<file path="config.mk">
export PLATFORM = sky130hd
export DESIGN_NAME = multichannel_pwm_shadowed_top
export DESIGN_NICKNAME = d
export VERILOG_FILES = /design/src/rtl/mps_pkg.sv /design/src/rtl/multichannel_pwm_shadowed_top.sv
export SDC_FILE = /design/constraint.sdc
export NUM_CORES = 1
export LEC_CHECK = 0
export BUFFER_PORTS_ARGS = -buffer_cell sky130_fd_sc_hd__buf_2
export CAP_MARGIN = 15
export CORE_MARGIN = 5
export CORE_UTILIZATION = 45
export DETAILED_ROUTE_END_ITERATION = 8
export GPL_TIMING_DRIVEN = 0
export PLACE_DENSITY = 0.59
export SLEW_MARGIN = 10
export SYNTH_ARGS = -nofsm -noshare
export SYNTH_HDL_FRONTEND = slang
export SYNTH_SLANG_ARGS = --single-unit
</file>
<file path="constraint.sdc">
create_clock -name clk -period 18.5 [get_ports clk]
set_input_delay 5.55 -clock clk [delete_from_list [all_inputs] [get_ports clk]]
set_output_delay 5.55 -clock clk [all_outputs]
set_load 0.05 [all_outputs]
</file>
<file path="src/rtl/mps_pkg.sv">
package mps_pkg;

  typedef enum logic [1:0] {
    OP_TICK     = 2'd0,
    OP_SET_EN   = 2'd1,
    OP_SET_DUTY = 2'd2
  } opcode_t;

  localparam int          PERCENT_FULL = 100;
  localparam logic [7:0]  PERIOD_RESET = 8'd100;
  localparam int          LEVEL_W      = 6;

  // floor(x / 100) == (x * 5243) >> 19 for every x below 43699, and
  // period * percent never exceeds 25500.
  localparam int RECIP_MUL   = 5243;
  localparam int RECIP_SHIFT = 19;
  localparam int SCALE_W     = 20;

  typedef logic [SCALE_W-1:0] scale_tab_t [0:PERCENT_FULL];

  function automatic scale_tab_t build_scale_tab();
    scale_tab_t tab;
    for (int i = 0; i <= PERCENT_FULL; i++) begin
      tab[i] = SCALE_W'(i * RECIP_MUL);
    end
    return tab;
  endfunction

  // Percent pre-scaled by the reciprocal of 100, indexed by percent.
  localparam scale_tab_t SCALE_TAB = build_scale_tab();

endpackage

</file>
<file path="src/rtl/multichannel_pwm_shadowed_top.sv">
// Shadowed multichannel PWM. Each transfer on the in_ channel is one item:
// a tick advances the period counter, a set-enable or set-duty item writes a
// channel's shadow register, and every item returns exactly one transfer on
// the out_ channel carrying the channel levels after that item. Shadow values
// reach the live registers together at a period wrap, and only if some shadow
// was written since the last copy. The block takes one item per clock and
// holds that rate as long as results are taken; each item passes the input
// register and then the result register. The rate is set by the
// combinational state update between those two registers, where the duty
// scaling uses one 8 by 20 bit multiply against a percent table.
// cfg_we writes period_r; it is meant to be written only while idle.
module multichannel_pwm_shadowed_top #(
  parameter int CHANNELS = 6
) (
  input  logic       clk,
  input  logic       rst_n,
  input  logic       cfg_we,
  input  logic [7:0] cfg_wdata,
  input  logic       in_valid,
  output logic       in_stall,
  input  logic [1:0] in_opcode,
  input  logic [2:0] in_channel,
  input  logic [7:0] in_value,
  output logic       out_valid,
  input  logic       out_stall,
  output logic [5:0] out_pwm_levels
);

  // Only the first six channels are visible on the level output.
  localparam int SHOWN = (CHANNELS < mps_pkg::LEVEL_W) ? CHANNELS : mps_pkg::LEVEL_W;
  localparam int PROD_W = 8 + mps_pkg::SCALE_W;

  // Period register.
  logic [7:0] period_r;

  // Input register.
  logic       stage_valid_r;
  logic [1:0] stage_opcode_r;
  logic [2:0] stage_channel_r;
  logic [7:0] stage_value_r;

  // Block state.
  logic [7:0] counter_r, counter_nxt;
  logic [7:0] live_duty_r     [CHANNELS];
  logic [7:0] live_duty_nxt   [CHANNELS];
  logic       live_en_r       [CHANNELS];
  logic       live_en_nxt     [CHANNELS];
  logic [7:0] shadow_duty_r   [CHANNELS];
  logic [7:0] shadow_duty_nxt [CHANNELS];
  logic       shadow_en_r     [CHANNELS];
  logic       shadow_en_nxt   [CHANNELS];
  logic       pending_r, pending_nxt;

  // Result register.
  logic       out_valid_r;
  logic [5:0] levels_r, levels_nxt;

  logic accept_in;
  logic advance;

  // The stage hands its item on whenever the result register is free or is
  // being emptied in this cycle, so the input stalls only behind a stalled
  // result.
  assign advance   = stage_valid_r && (!out_valid_r || !out_stall);
  assign in_stall  = stage_valid_r && !advance;
  assign accept_in = in_valid && !in_stall;

  assign out_valid      = out_valid_r;
  assign out_pwm_levels = levels_r;

  // Duty scaling: period * min(value, 100) / 100, done as one multiply by a
  // percent table that already carries the reciprocal of 100.
  logic [6:0]                  pct;
  logic [mps_pkg::SCALE_W-1:0] pct_scaled;
  logic [PROD_W-1:0]           duty_prod;
  logic [7:0]                  duty_new;

  always_comb begin
    if (stage_value_r > 8'(mps_pkg::PERCENT_FULL)) begin
      pct = 7'(mps_pkg::PERCENT_FULL);
    end else begin
      pct = stage_value_r[6:0];
    end
    pct_scaled = mps_pkg::SCALE_TAB[pct];
    duty_prod  = PROD_W'(period_r) * PROD_W'(pct_scaled);
    duty_new   = 8'(duty_prod >> mps_pkg::RECIP_SHIFT);
  end

  // Next state for the item leaving the input register.
  logic [7:0] counter_inc;

  always_comb begin
    counter_inc = counter_r + 8'd1;
    counter_nxt = counter_r;
    pending_nxt = pending_r;
    for (int i = 0; i < CHANNELS; i++) begin
      live_duty_nxt[i]   = live_duty_r[i];
      live_en_nxt[i]     = live_en_r[i];
      shadow_duty_nxt[i] = shadow_duty_r[i];
      shadow_en_nxt[i]   = shadow_en_r[i];
    end

    unique case (mps_pkg::opcode_t'(stage_opcode_r))
      mps_pkg::OP_TICK: begin
        counter_nxt = counter_inc;
        // Wrap at the period; a lowered period or a period of zero wraps too.
        if (period_r <= counter_inc) begin
          counter_nxt = 8'd0;
          if (pending_r) begin
            for (int i = 0; i < CHANNELS; i++) begin
              live_duty_nxt[i] = shadow_duty_r[i];
              live_en_nxt[i]   = shadow_en_r[i];
            end
            pending_nxt = 1'b0;
          end
        end
      end
      mps_pkg::OP_SET_EN: begin
        // A channel number beyond the last channel leaves everything alone.
        for (int i = 0; i < CHANNELS; i++) begin
          if (32'(stage_channel_r) == i) begin
            shadow_en_nxt[i] = stage_value_r[0];
            pending_nxt      = 1'b1;
          end
        end
      end
      mps_pkg::OP_SET_DUTY: begin
        for (int i = 0; i < CHANNELS; i++) begin
          if (32'(stage_channel_r) == i) begin
            shadow_duty_nxt[i] = duty_new;
            pending_nxt        = 1'b1;
          end
        end
      end
      default: begin
        // The unused opcode changes nothing but still reports the levels.
      end
    endcase

    // Levels after the item, from the updated live state and counter.
    levels_nxt = '0;
    for (int i = 0; i < SHOWN; i++) begin
      levels_nxt[i] = live_en_nxt[i] && (counter_nxt <= live_duty_nxt[i]);
    end
  end

  always_ff @(posedge clk) begin
    if (!rst_n) begin
      period_r      <= mps_pkg::PERIOD_RESET;
      stage_valid_r <= 1'b0;
      out_valid_r   <= 1'b0;
      counter_r     <= 8'd0;
      pending_r     <= 1'b0;
      for (int i = 0; i < CHANNELS; i++) begin
        live_duty_r[i]   <= 8'd0;
        live_en_r[i]     <= 1'b0;
        shadow_duty_r[i] <= 8'd0;
        shadow_en_r[i]   <= 1'b0;
      end
    end else begin
      if (cfg_we) begin
        period_r <= cfg_wdata;
      end

      if (accept_in) begin
        stage_valid_r <= 1'b1;
      end else if (advance) begin
        stage_valid_r <= 1'b0;
      end

      if (advance) begin
        out_valid_r <= 1'b1;
        counter_r   <= counter_nxt;
        pending_r   <= pending_nxt;
        for (int i = 0; i < CHANNELS; i++) begin
          live_duty_r[i]   <= live_duty_nxt[i];
          live_en_r[i]     <= live_en_nxt[i];
          shadow_duty_r[i] <= shadow_duty_nxt[i];
          shadow_en_r[i]   <= shadow_en_nxt[i];
        end
      end else if (!out_stall) begin
        out_valid_r <= 1'b0;
      end
    end
  end

  // Payload registers carry no reset.
  always_ff @(posedge clk) begin
    if (accept_in) begin
      stage_opcode_r  <= in_opcode;
      stage_channel_r <= in_channel;
      stage_value_r   <= in_value;
    end
    if (advance) begin
      levels_r <= levels_nxt;
    end
  end

endmodule

</file>
* Yosys cells after proc, flatten, opt, wreduce, memory -nomap -nowiden
Memory sizes are Yosys's and may differ from the RTL's. Index checks and enable logic that the tools add are counted.
Word-level totals: logic and storage cells 145, memories 5, flip-flop bits (word level) 38, RAM bits 108, ROM bits 2560
Memory list:
- (no name shown) | depth 128, width 20, rd ports 1, clocked after Yosys merged registers in 0, wr ports 0, line multichannel_pwm_shadowed_top.sv:84 | pct_scaled = mps_pkg::SCALE_TAB[pct];
- live_duty_r | depth 6, width 8, rd ports 6, clocked after Yosys merged registers in 0, wr ports 6, line multichannel_pwm_shadowed_top.sv:44 | logic [7:0] live_duty_r [CHANNELS];
- shadow_duty_r | depth 6, width 8, rd ports 6, clocked after Yosys merged registers in 0, wr ports 6, line multichannel_pwm_shadowed_top.sv:48 | logic [7:0] shadow_duty_r [CHANNELS];
- live_en_r | depth 6, width 1, rd ports 6, clocked after Yosys merged registers in 0, wr ports 6, line multichannel_pwm_shadowed_top.sv:46 | logic live_en_r [CHANNELS];
- shadow_en_r | depth 6, width 1, rd ports 6, clocked after Yosys merged registers in 0, wr ports 6, line multichannel_pwm_shadowed_top.sv:50 | logic shadow_en_r [CHANNELS];
Cells by class: reductions and logical operators 20, mux-type cells 65, bitwise logic cells 25, $mul 1, $lt $le $gt $ge 9, add/sub/neg operators 1, eq/ne operators 10
Operator list (number):
- $mux W48 | 4
- $mux W8 | 20
- $le A8 B8 Y1 | 7
- $mux W20 | 2
- $mux W1 | 33
- $mul A8 B20 Y27 | 1
- $mux W6 | 4
- $or A1 B1 Y1 | 24
- $logic_and A1 B1 Y1 | 9
- $add A8 B1 Y8 const B | 1
- $ge A8 B8 Y1 const B | 1
- $gt A8 B7 Y1 const B | 1
- $not A7 Y8 | 1
- $mux W7 | 1
- $ne A7 B1 Y1 const B | 1
- $eq A3 B2 Y1 const B | 2
- $eq A3 B3 Y1 const B | 2
- $logic_not A1 Y1 | 4
- $reduce_and A4 Y1 | 1
- $reduce_bool A2 Y1 | 2
- $eq A3 B1 Y1 const B | 1
- $logic_not A3 Y1 | 1
- $eq A2 B1 Y1 const B | 1
- $eq A2 B2 Y1 const B | 1
- 6 further kinds | 6

* Logic depth before layout (Yosys ltp)
word-level depth 10, depth in mapped cells 31, depth with buffers taken out 28

* Least setup slack after synthesis
No wires, ideal clock.
path type input to output, from input out_stall, to output in_stall, path buffers 0, stages on the path 1, slack 6919 ps, required time 12950 ps, arrival time 6031 ps, cells stage by stage and3_1
Between the ends: word-level cells in the longest chain between the ends 5
RTL lines:
- start, declared | line multichannel_pwm_shadowed_top.sv:25 | input logic out_stall,
- $logic_not A1 Y1
- $logic_or A1 B1 Y1 | line multichannel_pwm_shadowed_top.sv:64 | assign advance = stage_valid_r && (!out_valid_r || !out_stall);
- $logic_and A1 B1 Y1 | line multichannel_pwm_shadowed_top.sv:64
- $logic_not A1 Y1 | line multichannel_pwm_shadowed_top.sv:65 | assign in_stall = stage_valid_r && !advance;
- $logic_and A1 B1 Y1 | line multichannel_pwm_shadowed_top.sv:65
- end, declared | line multichannel_pwm_shadowed_top.sv:20 | output logic in_stall,
Every way passes these cells.

* Final worst setup path
Ends and elaborated chain as after synthesis.

==> results.md <==
- Drt total wl: about 43,000 microns
- Total Neg Setup Slack: 0 ns
- R2r startpoint: stage_value_r[3]$_DFFE_PP_
- Tot GR Track Use: about a quarter
- Detailed-router iteration count before antenna repair: 5
- Post-synth EDFFs: 122
- Sequential area share after synthesis: around 30%
- Root Buffer: clkbuf_16
- Synth Area in Compound Gates: 14.5%
- # clock sinks: roughly 150
- Synthesized Nets: roughly 1,700
- Final setup viols: 0
- VDD IR-drop max: about 0.063 mV
- CTS max path bufs: 2
- Simple-Gate Fraction of Synth Area: between 15 and 20%
- Post-Synth XOR/XNOR Area: less than 1%
- Ant. Diodes: 0
- I/O pins: 34
- Initial antenna violation count: 0
- Post-DP HPWL: about 32,000 microns
- Initial Util: 45.5%
- Setup bufs post-CTS: 0
- Crit path launch: out_stall
- Final GP Congestion: between 0.9 and 1
- Main flop type after synthesis: edfxtp_1
- Synth warn: 0
- Crit. End Element: output port
- Slew margin rel.: ~21%
- Endpoints failing hold: 0
- Clock Skews: 0.0198 ns
- CTS tree: built
- Static Leak: approximately 6.2 nW
- Die extent in x: ~190 microns
- Max_cap viols: 0
- Hold buffers post-CTS: 0
- Synth unique cells: 80
- Die H: around 190 microns
- CP startpoint kind: primary input
- Nets@finish: roughly 1,800
- Post-Synth Adder-Cell Area: 25.9%
- Max Clk Rate: 0.0858 GHz
- Largest family of logic cells by synthesized area: adder cells
- Vias in the first global route: about 12,000
- Residual DRC count: 0
- Die Area: 34,500 sq um
- Layout cells sized above 1: ~8.1%
- IO Port Bufs: 32
- Remaining antenna violation count after routing: 0
- Worst-Skew Late Latency: approximately 0.42 ns
- Async SR Flop Fraction: 0%
- Worst-margin pin slew: between 1 and 1.5 ns
- Hold path start: live_en_r[4]$_DFF_P_
- Grt ovf: 0
- FP Rows: 64
- Total CTS buffers: 17
- HP Class: flop to flop
- Flip-flop and latch count after synthesis: ~150
- CP arrival: 6.11 ns
- RSZ-0062 raised after global routing: false
- Drt initial violations: between 800 and 900
- Vias: 11,537
- Post-synthesis mux area share: 5.61%
- WL/cell: between 20 and 25 microns
- First-pass GRT wire length: roughly 66,000 microns
- Max Slew Vio Count: 0
- Hold slack: 0.527 ns
- Cell area after synthesis: 13,900 sq um
- Min cycle time layout: ~12 ns
- Largest net degree at the start of global routing: between 50 and 60
- Req. time, crit path: roughly 13 ns
- Core box area: between 30,000 and 40,000 sq um
- Crit Path Category: primary input to output port
- Outcome: complete, no violations
- Final period utilization: a little over three fifths
- Worst-path clk slew: around 0.070 ns
- Htree depth: 4
- Average cell area after synthesis: 9.39 sq um
- Max FO, Critical Path: 3
- Area Growth Syn to Fin: 9.11%
- PD cells: around 77 nW/um^2
- Number of gates resized after cts: 0
- R2R Setup Slk: 8.91 ns
- Synthesized netlist cell count: between 1,000 and 1,500
- Vias per inst: slightly below 6
==> per-layer routing <==
metal	track usage (%)	vias to the layer above	share of wire [%]
li1	-	5258	-
met1	31.2	5724	41
met2	43.3	439	49
met3	3.05	116	5.4
met4	11.2	0	4.5
met5	0	-	0
==> state kept, by name, summed over array words and instances, names as in the netlist <==
name,count
period_r,8
out_valid,1
stage_valid_r,1
stage_value_r,8
shadow_duty_r,48
stage_channel_r,3
out_pwm_levels,6
shadow_en_r,6
live_duty_r,48
pending_r,1
stage_opcode_r,2
counter_r,8
live_en_r,6
==> critical path, cell delays in order <==
cell,delay (ns)
buf_2,0.09
and3_1,0.19
buf_2,0.27
==> cell usage in the layout, fill, tap and decap left out, types with 7 or more instances in the layout <==
master / instances
o31ai_1: 10
mux2_2: 7
ha_1: 118
a21oi_1: 86
o211ai_1: 10
inv_1: 124
buf_4: 8
o21ai_0: 57
nand3_1: 26
o21ai_1: 8
nor2b_1: 30
xnor2_1: 8
and3_1: 8
nor3_1: 21
o21a_1: 15
a21o_1: 19
a31oi_1: 14
a211oi_1: 7
nand4_1: 12
dfxtp_1: 24
nand2_1: 181
nand2b_1: 21
nor2_1: 107
clkbuf_1: 53
mux2i_1: 70
edfxtp_1: 122
clkbuf_16: 17
fa_1: 106
buf_2: 51
and2_1: 71
a21boi_0: 8
==> synth_stat cells, types with 14 or more instances <==
cell type,count,area share [%]
a21o_1,19,1.0
a21oi_1,86,3.1
a31oi_1,14,0.63
and2_1,71,3.2
buf_2,19,0.68
clkbuf_1,52,1.4
dfxtp_1,24,3.5
edfxtp_1,122,26
fa_1,106,15
ha_1,118,11
inv_1,124,3.4
mux2i_1,70,5.0
nand2_1,182,4.9
nand2b_1,21,0.95
nand3_1,26,0.94
nor2_1,107,2.9
nor2b_1,30,1.4
nor3_1,21,0.76
o21a_1,15,0.81
o21ai_0,64,2.3
==> where the power goes <==
part	internal, W	switching, W
registers	0.000383	0.00000889
clock network	0.000176	0.000148
logic	0.000170	0.000287
total	0.000729	0.000444
==> per-stage QoR <==
step / setup WS [ns] / util (%) / instances / power, W / cell area (sq um)
floorplan: 6.92 / - / 1478 / 0.000720 / 13900
global placement: 6.84 / 47.7 / 1906 / 0.000843 / 14500
detailed placement: 6.84 / 47.8 / 1911 / 0.000852 / 14600
CTS: 6.84 / 49.6 / 1943 / 0.00118 / 15100
global route: 6.82 / 49.7 / 1945 / 0.00125 / 15100
finish: 6.84 / 49.7 / 1945 / 0.00117 / 15100
==> cells by family after synthesis <==
logic type	Yosys count
AND/OR/NAND/NOR	504
buffers and inverters	210
AO/OA/AOI/OAI	306
XOR/XNOR	11
adder cells (fa/ha/maj)	224
flip-flops	146
multiplexers	77
==> path summary, 6_finish.rpt <==
kind	end	cells after the start
max reg2reg	shadow_duty_r[4][4]$_DFFE_PP_	27
max	in_stall	3
min reg2reg	live_en_r[4]$_DFF_P_	2
min	live_en_r[4]$_DFF_P_	2
==> layout make-up <==
cell class / instances / area [sq um]
Fill cell: 2917 / 15400
Timing Repair Buffer: 39 / 214
Buffer: 82 / 358
Clock inverter: 14 / 119
Inverter: 128 / 480
Sequential cell: 146 / 4140
Multi-Input combinational cell: 1122 / 8910
Clock buffer: 18 / 429
Tap cell: 396 / 495
Note: power is estimated with default switching activity, not from simulation.
